`src/rtl/core/bsc_pkg.sv`:
```
// ----------------------------------------------------------------------------
// Bilinear spring coefficients: shared definitions
// Widths, register indexes, stage records and the output saturation.
// ----------------------------------------------------------------------------
package bsc_pkg;

    localparam int COORD_W   = 24;  // Q8.16 coordinate
    localparam int DIFF_W    = 25;  // magnitude of a coordinate difference
    localparam int LEN_W     = 25;  // integer square root of SUM_W bits
    localparam int SQ_W      = 2 * LEN_W;
    localparam int SUM_W     = 2 * LEN_W;
    localparam int K_W       = 32;
    localparam int STR_W     = LEN_W + 1;
    localparam int NUM_W     = 64;
    localparam int OUT_W     = 32;
    localparam int AXES_W    = 2;
    localparam int CFG_IDX_W = 3;

    localparam logic [CFG_IDX_W-1:0] REG_LOW_STIFFNESS  = CFG_IDX_W'(0);
    localparam logic [CFG_IDX_W-1:0] REG_HIGH_STIFFNESS = CFG_IDX_W'(1);
    localparam logic [CFG_IDX_W-1:0] REG_CUTOFF_STRETCH = CFG_IDX_W'(2);
    localparam logic [CFG_IDX_W-1:0] REG_AXIS_COUNT     = CFG_IDX_W'(3);

    localparam logic [K_W-1:0]    RST_STIFFNESS = K_W'(65536);
    localparam logic [K_W-1:0]    RST_CUTOFF    = '0;
    localparam logic [AXES_W-1:0] RST_AXES      = AXES_W'(3);

    localparam logic [OUT_W-1:0] SAT_MAX = 32'h7FFF_FFFF;
    localparam logic [OUT_W-1:0] SAT_MIN = 32'h8000_0000;

    // x in element 0, y in 1, z in 2
    typedef logic [2:0][COORD_W-1:0] t_vec;

    typedef struct packed {
        logic             na_neg;
        logic [NUM_W-1:0] na_mag;
        logic             nd_neg;
        logic [NUM_W-1:0] nd_mag;
        logic [LEN_W-1:0] lcur;
        logic [SQ_W-1:0]  d2;
        logic             high;
        logic             zero;
    } t_numer;

    typedef struct packed {
        logic             nd_neg;
        logic [NUM_W-1:0] nd_mag;
        logic [SQ_W-1:0]  d2;
        logic             high;
        logic             zero;
        logic             na_neg;
    } t_side_a;

    typedef struct packed {
        logic [OUT_W-1:0] alpha;
        logic             nd_neg;
        logic [SQ_W-1:0]  d2;
        logic             high;
        logic             zero;
    } t_side_b;

    typedef struct packed {
        logic [OUT_W-1:0] alpha;
        logic             nd_neg;
        logic             high;
        logic             zero;
    } t_side_c;

    // Sign and magnitude to saturated two's complement
    function automatic logic [OUT_W-1:0] sat32(input logic neg, input logic ovf,
                                               input logic [OUT_W-1:0] mag);
        logic [OUT_W-1:0] res;
        if (ovf) begin
            res = neg ? SAT_MIN : SAT_MAX;
        end else if (neg) begin
            res = (mag > SAT_MIN) ? SAT_MIN : OUT_W'(OUT_W'(0) - mag);
        end else begin
            res = (mag > SAT_MAX) ? SAT_MAX : mag;
        end
        return res;
    endfunction

endpackage

```
`src/rtl/core/bsc_isqrt.sv`:
```
// ----------------------------------------------------------------------------
// Bilinear spring coefficients: integer square root
// Two lanes, one result bit per stage, floor of the root.
// ----------------------------------------------------------------------------
module bsc_isqrt import bsc_pkg::*; (
    input  logic             i_clk,
    input  logic             i_rst_n,
    input  logic             i_en,
    input  logic             i_valid,
    input  logic [SUM_W-1:0] i_sum_ref,
    input  logic [SUM_W-1:0] i_sum_cur,
    output logic             o_valid,
    output logic [LEN_W-1:0] o_len_ref,
    output logic [LEN_W-1:0] o_len_cur
);

    logic [LEN_W-1:0] r_v;
    logic [SUM_W-1:0] r_rad  [2][LEN_W];
    logic [LEN_W:0]   r_rem  [2][LEN_W];
    logic [LEN_W-1:0] r_root [2][LEN_W];
    logic [SUM_W-1:0] n_rad  [2][LEN_W];
    logic [LEN_W:0]   n_rem  [2][LEN_W];
    logic [LEN_W-1:0] n_root [2][LEN_W];

    always_comb begin
        logic [SUM_W-1:0] rad;
        logic [LEN_W:0]   rem;
        logic [LEN_W-1:0] root;
        logic [LEN_W+2:0] sh;
        logic [LEN_W+2:0] trial;
        logic             ge;
        for (int l = 0; l < 2; l++) begin
            for (int k = 0; k < LEN_W; k++) begin
                if (k == 0) begin
                    rad  = (l == 0) ? i_sum_ref : i_sum_cur;
                    rem  = '0;
                    root = '0;
                end else begin
                    rad  = r_rad[l][k-1];
                    rem  = r_rem[l][k-1];
                    root = r_root[l][k-1];
                end
                // bring down the next pair of radicand bits
                sh    = {rem, rad[SUM_W-1 -: 2]};
                trial = {1'b0, root, 2'b01};
                ge    = (sh >= trial);
                n_rem[l][k]  = ge ? (LEN_W+1)'(sh - trial) : (LEN_W+1)'(sh);
                n_root[l][k] = {root[LEN_W-2:0], ge};
                n_rad[l][k]  = rad << 2;
            end
        end
    end

    always_ff @(posedge i_clk) begin
        if (!i_rst_n) begin
            r_v <= '0;
        end else if (i_en) begin
            r_v <= {r_v[LEN_W-2:0], i_valid};
        end
    end

    always_ff @(posedge i_clk) begin
        if (i_en) begin
            r_rad  <= n_rad;
            r_rem  <= n_rem;
            r_root <= n_root;
        end
    end

    assign o_valid   = r_v[LEN_W-1];
    assign o_len_ref = r_root[0][LEN_W-1];
    assign o_len_cur = r_root[1][LEN_W-1];

endmodule

```
`config.mk`:
```
export PLATFORM = sky130hd
export DESIGN_NAME = bsc_isqrt
export DESIGN_NICKNAME = d
export VERILOG_FILES = /design/src/rtl/core/bsc_pkg.sv /design/src/rtl/core/bsc_isqrt.sv
export SDC_FILE = /design/constraint.sdc
export NUM_CORES = 2
export LEC_CHECK = 0
export BUFFER_PORTS_ARGS = -buffer_cell sky130_fd_sc_hd__buf_4
export CAP_MARGIN = 40
export CORE_ASPECT_RATIO = 0.7
export CORE_MARGIN = 3
export CORE_UTILIZATION = 50
export CTS_CLUSTER_SIZE = 12
export DETAILED_ROUTE_END_ITERATION = 10
export GPL_ROUTABILITY_DRIVEN = 0
export GPL_TIMING_DRIVEN = 0
export PLACE_DENSITY = 0.7
export SYNTH_ARGS = -nofsm -noshare
export SYNTH_HDL_FRONTEND = slang
export SYNTH_SLANG_ARGS = --single-unit
export TNS_END_PERCENT = 5
```
`constraint.sdc`:
```
create_clock -name i_clk -period 8.2 [get_ports i_clk]
set_clock_uncertainty 0.05 [all_clocks]
set_input_delay 2.05 -clock i_clk [delete_from_list [all_inputs] [get_ports i_clk]]
set_output_delay 2.05 -clock i_clk [all_outputs]
set_load 0.005 [all_outputs]
```
==> impl_results.md <==
* Post-CTS setup buffers at 0
* Post-synthesis async set-or-reset flop share at 0%
* Sum Neg Setup Slack at 0 ns
* Post-DRT Antenna Nets at 0
* Worst path slowest cell: buf_16
* Per-cell routed wire length at 17.4 um
* Core Area at 0.277 mm^2
* TritonRoute pass-1 iters at 9
* Slew Viols, Final at 0
* CTS resizes at 0
* Netlist cell types at 97
* Number of I/O pins at 155
* Critical path depth in cells at 5
* Worst-path clk slew at 0.05 ns
* Post-synth EDFFs at 3028
* Max-cap violation count at 0
* Crit share post-route at 64.5%
* Antenna violations before repair at 2
* Die Span Y at 448 um
* Max Freq at 189 MHz
* First-pass GRT wire length at 418000 um
* Vias in the first global route at 80900
* Hold Startpoint: n_rad[2042]$_DFFE_PP_
* CTS tree: done
* Setup violators final at 0
* P per Cell Area at 266 mW/mm^2
* Pin count of the biggest net entering global routing at 207
* TritonCTS Sinks at 3053
* Post-synth top area cell: edfxtp_1
* Syn Inst Count at 10600
* Yosys top cell area share at 65.1%
* Dpl hpwl at 181000 um
* Post-synthesis register bit count at 3053
* CTS root buffer: clkbuf_16
* Starting DRT DRC Count at 9015
* Nature of the critical path endpoint: flip-flop
* Via count at 83200
* Fin. Hold Viols at 0
* P_leak at 59.2 nW
* Slew HR at 25.5%
* WP data arrival at 5.68 ns
* Die area at 0.286 mm^2
* CP Buf/Inv Count at 5
* Reg-to-reg critical path endpoint: r_rem[791]$_DFFE_PP_
* Area grow syn2layout at 10.9%
* Tightest Hold Check Type: flip-flop to flip-flop
* DP Worst Slack at 2.13 ns
* DR vias/cell at 5.59
* Hold Path Sink: n_rad[1994]$_DFFE_PP_
* Worst Tran Pin Value at 1.12 ns
* Peak VDD IR at 189 uV
* Starting Density at 50.5%
* Setup CP Type: input port to flip-flop
* Residual DRC at 0
* Filler cells at 21500
* Layout cells sized above 1 at 7.08%
* Top FF cell, synth: edfxtp_1
* Synth Area per Inst at 13.2 um^2
* Crit path max-delay family: buffers and inverters
* CTS HTree Levels at 5
* Hold slack at 0.348 ns
* Std-Cell Rows at 161
* Nets at 11900
* Die X-Extent at 638 um
* R2R Setup Slk at 3.98 ns
* Startpoint type of the worst setup path: input port
* Outcome: finished clean
* Hold depth at 0
* CP max FO at 193
* Worst-path cell chain: buf_16 > buf_16 > buf_16 > buf_16 > buf_16
* Worst path most repeated cell: buf_16
* Buffers on Ports at 154
* Worst r2r src: r_rem[809]$_DFFE_PP_
* Total track usage at 17.7%
* TritonCTS Buffers at 316
* Crit-path max cell delay at 0.59 ns
* Synth area leaders: edfxtp_1 65%, ha_1 6.3%, xor2_1 3.0%, xnor2_1 3.0%, inv_1 2.3%
* Clk Latency, worst-skew pair at 0.87 ns
* Synth warn at 0
* GRT overflow at 0
* Post-CTS Hold Buffers at 0
* Min Tclk post-route at 5.29 ns
* Worst reg2reg path depth at 10
* Sequential share of the synthesized area at 65.4%
* Post-Syn Area at 0.140 mm^2
* Post-layout worst setup margin at 2.91 ns
* Clock Path Buffers at 4
* CP required at 8.59 ns
* DRT Wirelength at 258000 um
* RSZ-0062 raised after global routing: no
[logic make-up after synthesis]
| family | Yosys count | share of synthesized area, % |
|---|---|---|
| flip-flops | 3053 | 65.4 |
| AND/OR/NAND/NOR | 2657 | 9.43 |
| AO/OA/AOI/OAI | 1996 | 8.88 |
| buffers and inverters | 1037 | 2.81 |
| XOR/XNOR | 954 | 5.98 |
| adder cells (fa/ha/maj) | 704 | 6.30 |
| multiplexers | 151 | 1.18 |
| other | 1 | 0.00268 |
[sequential cells by signal, indices dropped and copies added (netlist names)]
register / count
n_root: 600
o_len_ref: 25
o_len_cur: 25
r_rem: 1178
r_rad: 96
r_v: 25
n_rad: 1104
[cell usage after synthesis (all sizes together), types with 30 or more instances]
cell type / n
nor2: 636
and3: 62
nand2b: 128
xor2: 479
inv: 870
clkbuf: 132
o31ai: 71
a31oi: 43
edfxtp: 3028
o211ai: 30
nand4: 100
a211oi: 61
a21o: 239
mux2: 113
a2111oi: 34
nor4: 162
o21ai: 545
nor3: 253
buf: 35
a21oi: 605
or4: 67
nor2b: 125
and2: 30
nand3: 160
or2: 54
xnor2: 475
ha: 704
or3: 85
o21a: 127
nand2: 690
o21bai: 45
mux2i: 38
[how the worst max path moves through the flow]
stage               startpoint                     to  slack (ns)
finish                    i_en  n_rad[1882]$_DFFE_PP_        2.91
global route              i_en  n_rad[1156]$_DFFE_PP_        2.72
CTS                       i_en  n_rad[1930]$_DFFE_PP_        3.06
detailed placement        i_en  n_rad[1882]$_DFFE_PP_        2.13
global placement          i_en  n_rad[2170]$_DFFE_PP_      -21.44
floorplan                 i_en   r_v[10]$_SDFFE_PN0P_        4.94
[metal layers]
layer  track usage, %  routed length (um)  part of all wire [%]
met4             5.90                7980                   3.1
met3             2.84               17100                   6.6
met2             26.9              112000                    43
met5                0                   0                     0
met1             26.0              121000                    47
[report_power, final]
part | switching (mW) | internal [mW]
logic | 4.42 | 3.23
registers | 1.14 | 19.6
clock network | 5.57 | 7.30
total | 11.1 | 30.1
[through the flow]
stage,area [um^2],util (%),power [mW],std cells
floorplan,140000,-,26.1,10600
global placement,146000,52.6,28.8,14400
detailed placement,146000,52.8,28.5,14400
CTS,155000,56.1,41.5,14900
global route,155000,56.1,43.3,14900
finish,155000,56.1,41.3,14900
[layout by cell type, fill, tap and decap left out, types with 127 or more instances in the layout]
cell / instances
ha_1: 704
nor2_1: 633
xnor2_1: 475
o21ai_0: 534
clkbuf_1: 194
nand2_1: 689
edfxtp_1: 3028
xor2_1: 479
o21a_1: 127
nand3_1: 160
nand2b_1: 128
a21oi_1: 605
clkbuf_16: 320
buf_4: 157
inv_1: 864
nor4_1: 156
a21o_1: 239
nor3_1: 251
[layout make-up]
class                           count  area [um^2]  area share (%)
Sequential cell                  3053        91400            59.0
Multi-Input combinational cell   6464        44400            28.6
Clock buffer                      385         8280            5.34
Tap cell                         3667         4590            2.96
Inverter                          870         3270            2.11
Timing Repair Buffer              179         1680            1.09
Clock inverter                     85          733           0.473
Buffer                            167          663           0.428
Antenna cell                        1         2.50         0.00161
Power figures use the tool's default switching activity.
