$ cat config.mk
export PLATFORM = sky130hd
export DESIGN_NAME = bsc_div
export DESIGN_NICKNAME = d
export VERILOG_FILES = /design/src/rtl/core/bsc_pkg.sv /design/src/rtl/core/bsc_div.sv
export SDC_FILE = /design/constraint.sdc
export NUM_CORES = 2
export LEC_CHECK = 0
export ABC_AREA = 0
export BUFFER_PORTS_ARGS = -buffer_cell sky130_fd_sc_hd__clkbuf_2
export CORE_MARGIN = 2
export CORE_UTILIZATION = 40
export DETAILED_ROUTE_END_ITERATION = 10
export GPL_ROUTABILITY_DRIVEN = 0
export PLACE_DENSITY_LB_ADDON = 0.25
export SETUP_SLACK_MARGIN = 0.02
export SYNTH_ARGS = -nofsm -noshare
export SYNTH_HDL_FRONTEND = slang
export SYNTH_SLANG_ARGS = --single-unit
$ cat constraint.sdc
create_clock -name i_clk -period 4.1 [get_ports i_clk]
set_clock_uncertainty 0.05 [all_clocks]
set_input_delay 0.41 -clock i_clk [delete_from_list [all_inputs] [get_ports i_clk]]
set_output_delay 0.41 -clock i_clk [all_outputs]
set_load 0.02 [all_outputs]
$ cat src/rtl/core/bsc_pkg.sv
// ----------------------------------------------------------------------------
// Bilinear spring coefficients: shared definitions
// Widths, register indexes, stage records and the output saturation.
// ----------------------------------------------------------------------------
package bsc_pkg;

    localparam int COORD_W   = 24;  // Q8.16 coordinate
    localparam int DIFF_W    = 25;  // magnitude of a coordinate difference
    localparam int LEN_W     = 25;  // integer square root of SUM_W bits
    localparam int SQ_W      = 2 * LEN_W;
    localparam int SUM_W     = 2 * LEN_W;
    localparam int K_W       = 32;
    localparam int STR_W     = LEN_W + 1;
    localparam int NUM_W     = 64;
    localparam int OUT_W     = 32;
    localparam int AXES_W    = 2;
    localparam int CFG_IDX_W = 3;

    localparam logic [CFG_IDX_W-1:0] REG_LOW_STIFFNESS  = CFG_IDX_W'(0);
    localparam logic [CFG_IDX_W-1:0] REG_HIGH_STIFFNESS = CFG_IDX_W'(1);
    localparam logic [CFG_IDX_W-1:0] REG_CUTOFF_STRETCH = CFG_IDX_W'(2);
    localparam logic [CFG_IDX_W-1:0] REG_AXIS_COUNT     = CFG_IDX_W'(3);

    localparam logic [K_W-1:0]    RST_STIFFNESS = K_W'(65536);
    localparam logic [K_W-1:0]    RST_CUTOFF    = '0;
    localparam logic [AXES_W-1:0] RST_AXES      = AXES_W'(3);

    localparam logic [OUT_W-1:0] SAT_MAX = 32'h7FFF_FFFF;
    localparam logic [OUT_W-1:0] SAT_MIN = 32'h8000_0000;

    // x in element 0, y in 1, z in 2
    typedef logic [2:0][COORD_W-1:0] t_vec;

    typedef struct packed {
        logic             na_neg;
        logic [NUM_W-1:0] na_mag;
        logic             nd_neg;
        logic [NUM_W-1:0] nd_mag;
        logic [LEN_W-1:0] lcur;
        logic [SQ_W-1:0]  d2;
        logic             high;
        logic             zero;
    } t_numer;

    typedef struct packed {
        logic             nd_neg;
        logic [NUM_W-1:0] nd_mag;
        logic [SQ_W-1:0]  d2;
        logic             high;
        logic             zero;
        logic             na_neg;
    } t_side_a;

    typedef struct packed {
        logic [OUT_W-1:0] alpha;
        logic             nd_neg;
        logic [SQ_W-1:0]  d2;
        logic             high;
        logic             zero;
    } t_side_b;

    typedef struct packed {
        logic [OUT_W-1:0] alpha;
        logic             nd_neg;
        logic             high;
        logic             zero;
    } t_side_c;

    // Sign and magnitude to saturated two's complement
    function automatic logic [OUT_W-1:0] sat32(input logic neg, input logic ovf,
                                               input logic [OUT_W-1:0] mag);
        logic [OUT_W-1:0] res;
        if (ovf) begin
            res = neg ? SAT_MIN : SAT_MAX;
        end else if (neg) begin
            res = (mag > SAT_MIN) ? SAT_MIN : OUT_W'(OUT_W'(0) - mag);
        end else begin
            res = (mag > SAT_MAX) ? SAT_MAX : mag;
        end
        return res;
    endfunction

endpackage

$ cat src/rtl/core/bsc_div.sv
// ----------------------------------------------------------------------------
// Bilinear spring coefficients: pipelined divider
// Restoring division by a segment length, one quotient bit per stage.
// The dividend bits above QB must be below the divisor unless i_ovf is set.
// ----------------------------------------------------------------------------
module bsc_div import bsc_pkg::*; #(
    parameter int DW = 64,
    parameter int QB = 32,
    parameter int SW = 1
) (
    input  logic             i_clk,
    input  logic             i_rst_n,
    input  logic             i_en,
    input  logic             i_valid,
    input  logic [DW-1:0]    i_num,
    input  logic             i_ovf,
    input  logic [LEN_W-1:0] i_div,
    input  logic [SW-1:0]    i_side,
    output logic             o_valid,
    output logic [QB-1:0]    o_quo,
    output logic             o_ovf,
    output logic [LEN_W-1:0] o_div,
    output logic [SW-1:0]    o_side
);

    logic [QB:0]        r_v;
    logic [LEN_W-1:0]   r_rem  [QB+1];
    logic [QB-1:0]      r_lo   [QB+1];
    logic               r_ovf  [QB+1];
    logic [LEN_W-1:0]   r_d    [QB+1];
    logic [SW-1:0]      r_side [QB+1];
    logic [LEN_W-1:0]   n_rem  [QB+1];
    logic [QB-1:0]      n_lo   [QB+1];

    always_comb begin
        logic [LEN_W:0] sh;
        logic           ge;
        n_rem[0] = LEN_W'(i_num >> QB);
        n_lo[0]  = i_num[QB-1:0];
        for (int k = 1; k <= QB; k++) begin
            sh = {r_rem[k-1], r_lo[k-1][QB-1]};
            ge = (sh >= {1'b0, r_d[k-1]});
            n_rem[k] = ge ? LEN_W'(sh - {1'b0, r_d[k-1]}) : LEN_W'(sh);
            // shift the quotient bit in behind the dividend bits
            n_lo[k]  = {r_lo[k-1][QB-2:0], ge};
        end
    end

    always_ff @(posedge i_clk) begin
        if (!i_rst_n) begin
            r_v <= '0;
        end else if (i_en) begin
            r_v <= {r_v[QB-1:0], i_valid};
        end
    end

    always_ff @(posedge i_clk) begin
        if (i_en) begin
            r_rem     <= n_rem;
            r_lo      <= n_lo;
            r_ovf[0]  <= i_ovf;
            r_d[0]    <= i_div;
            r_side[0] <= i_side;
            for (int k = 1; k <= QB; k++) begin
                r_ovf[k]  <= r_ovf[k-1];
                r_d[k]    <= r_d[k-1];
                r_side[k] <= r_side[k-1];
            end
        end
    end

    assign o_valid = r_v[QB];
    assign o_quo   = r_lo[QB];
    assign o_ovf   = r_ovf[QB];
    assign o_div   = r_d[QB];
    assign o_side  = r_side[QB];

endmodule

==> results.py <==
metrics = {
    "critical_path": {
        "worst-endpoint-arrival_ps": 4530,
        "path_max_fanout": 12,
        "end_kind": "register",
        "crit_top_cell": "inv_1",
        "start_kind": "register",
        "cp.required_ps": 4700,
        "cp.buffers_inverters": 4,
        "worstPathCellList": "inv_1 > ha_2 > inv_1 > fa_2 > a21o_1 > nand3_2 > a32oi_2 > a41o_1 > a221oi_4 > o221ai_2 > o211ai_1 > nand2_1 > a211oi_4 > buf_6 > clkbuf_16 > mux2_1",
        "cp_top_family": "compound AO/OA/AOI/OAI gates",
        "critPathMaxStageDelay_ps": 380,
        "path_class": "reg2reg",
        "crit_slowest_cell": "a221oi_4",
    },
    "cts": {
        "clockBufferDepth": 4,
        "cts_tree": "done",
        "root_buffer": "clkbuf_16",
        "clock_latency_ps": 920,
        "clk_pin_slew_ps": 60,
        "h-tree-depth": 5,
        "clock_sinks": 2780,
        "numCtsBuffers": 309,
    },
    "layout": {
        "layout-drive-gt1-share": 0.104,
        "fin_util": 0.457,
        "finalNonFillerCells": 15346,
        "final_common_cell": "edfxtp_1",
        "stdcell_area_um2": 151000,
        "layout.nets": 11660,
        "final_cell_mix": "edfxtp_1, inv_1, ha_1",
        "area_growth_pct": 13.8,
    },
    "global_routing": {
        "grt_overflow_total": 0,
        "antenna_found_initial": 2,
        "grt_pass1_wl_um": 433000,
        "track_usage": 0.160,
        "grt_max_degree": 156,
        "first_global_vias": 79867,
    },
    "floorplan": {
        "rows": 211,
        "dieWidth_um": 579,
        "initial_core_util": 0.401,
        "io_pins": 155,
        "die-area_um2": 336000,
        "die_y_um": 579,
        "core_area_um2": 330000,
    },
    "timing": {
        "setup_tns_ps": 0,
        "slew_headroom": 0.220,
        "fmax_ghz": 0.255,
        "grt_setup_unrepaired": "yes",
        "worst_slew_pin_slew_ps": 1160,
        "fin_crit_sh": 0.958,
        "period_needed_ps": 3930,
        "drv_slew": 0,
        "hold_violations": 0,
        "hold_slack_ps": 161,
        "setup-violations-final": 0,
    },
    "run": {
        "maxCapViolCount": 0,
    },
    "logic_synthesis": {
        "ys.warnings.count": 0,
        "synth_edf_count": 2747,
        "synth-main-ff-cell": "edfxtp_1",
        "synth.net_count": 11151,
        "ys_seq_elements": 2780,
        "synth.lib_cells_used.distinct": 93,
        "synth_cells": 10225,
        "syn_area_per_cell_um2": 12.9,
        "synth.cell_area_um2": 132000,
        "async_flop_share": 0,
        "ys_seq_area_frac": 0.628,
    },
    "detailed_routing": {
        "ant_nets": 0,
        "dr.pass1.iters": 7,
        "drc": 0,
        "drt_first_iter_violations": 5884,
        "wl_per_cell_um": 17.8,
        "vias_per_cell": 5.22,
        "via_count": 80065,
        "routed_wl_um": 274000,
    },
    "placed_design": {
        "dpl_cell_area_um2": 140000,
        "dp.cells": 14695,
        "hpwl_um": 197000,
        "port_buffers": 147,
    },
    "hold_path": {
        "hold_class": "in2reg",
    },
    "power": {
        "peakVddDrop_mv": 0.373,
        "p_leak_nw": 59.2,
        "pwr_density_cell_nw_per_um2": 764,
    },
    "outcome": {
        "outcome": "complete, no violations",
    },
}
-- power breakdown --
group	leakage (nW)	switching (mW)	internal (mW)
clock network	4.83	11.1	16.3
logic	27.2	24.6	19.7
registers	27.1	3.67	39.7
total	59.2	39.4	75.7
-- registers in the layout, indices dropped and copies added, names as in the netlist --
name    flops
r_v        33
r_rem     800
r_ovf      33
r_d       825
r_side     33
n_lo      992
r_lo       32
o_quo      32
-- kinds of logic (layout without fill, tap and decap cells) --
family	after synthesis	in the layout	share of synthesized area
AO/OA/AOI/OAI	2430	2430	0.115
XOR/XNOR	649	649	0.0429
adder cells (fa/ha/maj)	831	831	0.0803
buffers and inverters	1277	2029	0.0378
flip-flops	2780	2780	0.628
multiplexers	331	331	0.0277
other	0	3	0
AND/OR/NAND/NOR	1927	1927	0.0684
-- path summary, 6_finish.rpt --
kind | start | end | slack [ps] | depth (start not counted)
worst max-delay path | r_lo[959] | r_rem[721] | 170 | 16
worst min register to register | n_lo[1017] | n_lo[986] | 320 | 0
worst min-delay path | i_div[24] | r_d[0][24] | 160 | 2
worst max register to register | r_lo[959] | r_rem[721] | 170 | 16
-- area by class of cell --
type / instances / area [µm²]
Clock buffer: 404 / 8430
Tap cell: 4366 / 5460
Antenna cell: 3 / 7.51
Sequential cell: 2780 / 83100
Multi-Input combinational cell: 6168 / 44400
Timing Repair Buffer: 437 / 3760
Fill cell: 29212 / 179000
Inverter: 1038 / 3900
Clock inverter: 150 / 1580
-- per-stage QoR --
stage / power (mW) / setup slack [ps]
global placement: 86.0 / 175
detailed placement: 87.3 / 162
global route: 123 / -31.1
floorplan: 75.0 / 358
finish: 115 / 172
CTS: 116 / 130
-- cells in the mapped netlist (16+ instances only) --
cell	number	area share
o31ai_1	47	0.0027
nand2b_1	85	0.0040
dfxtp_1	33	0.0050
xor2_1	243	0.016
o21bai_1	119	0.0067
nor2_1	480	0.014
o21ai_0	618	0.023
a211o_1	16	0.0011
and2_1	33	0.0016
a31o_2	20	0.0013
a21o_1	379	0.021
nand2_1	667	0.019
clkbuf_1	157	0.0045
or2_2	21	0.00099
mux2_2	264	0.022
nor4_1	29	0.0014
edfxtp_1	2747	0.62
a211oi_1	61	0.0035
a21oi_1	738	0.028
mux2_1	17	0.0014
inv_1	1035	0.029
xnor2_1	406	0.027
nor2b_1	117	0.0055
nand4_1	135	0.0064
ha_1	800	0.076
nor3_1	83	0.0031
buf_2	38	0.0014
o211ai_1	39	0.0022
or3_1	33	0.0016
mux2i_1	50	0.0038
o21a_1	83	0.0047
fa_1	31	0.0047
buf_4	38	0.0022
and3_1	54	0.0026
nand3_1	126	0.0048
a31oi_1	80	0.0038
a221oi_1	18	0.0012
-- repair_timing --
item | 4_1_cts | 5_1_grt
setup endpoints to repair | 0 | 104
buffers inserted | 0 | 4
hold endpoints to repair | 137 | 0
hold buffers | 88 | 0
resized for setup | 0 | 15
-- routing by layer --
layer	GRT usage	share of wire	vias to the layer above
li1	-	-	38719
met1	0.205	0.43	38636
met2	0.270	0.48	2094
met3	0.0243	0.048	616
met4	0.0628	0.039	0
met5	0	0	-
(Power assumes the default switching activity.)
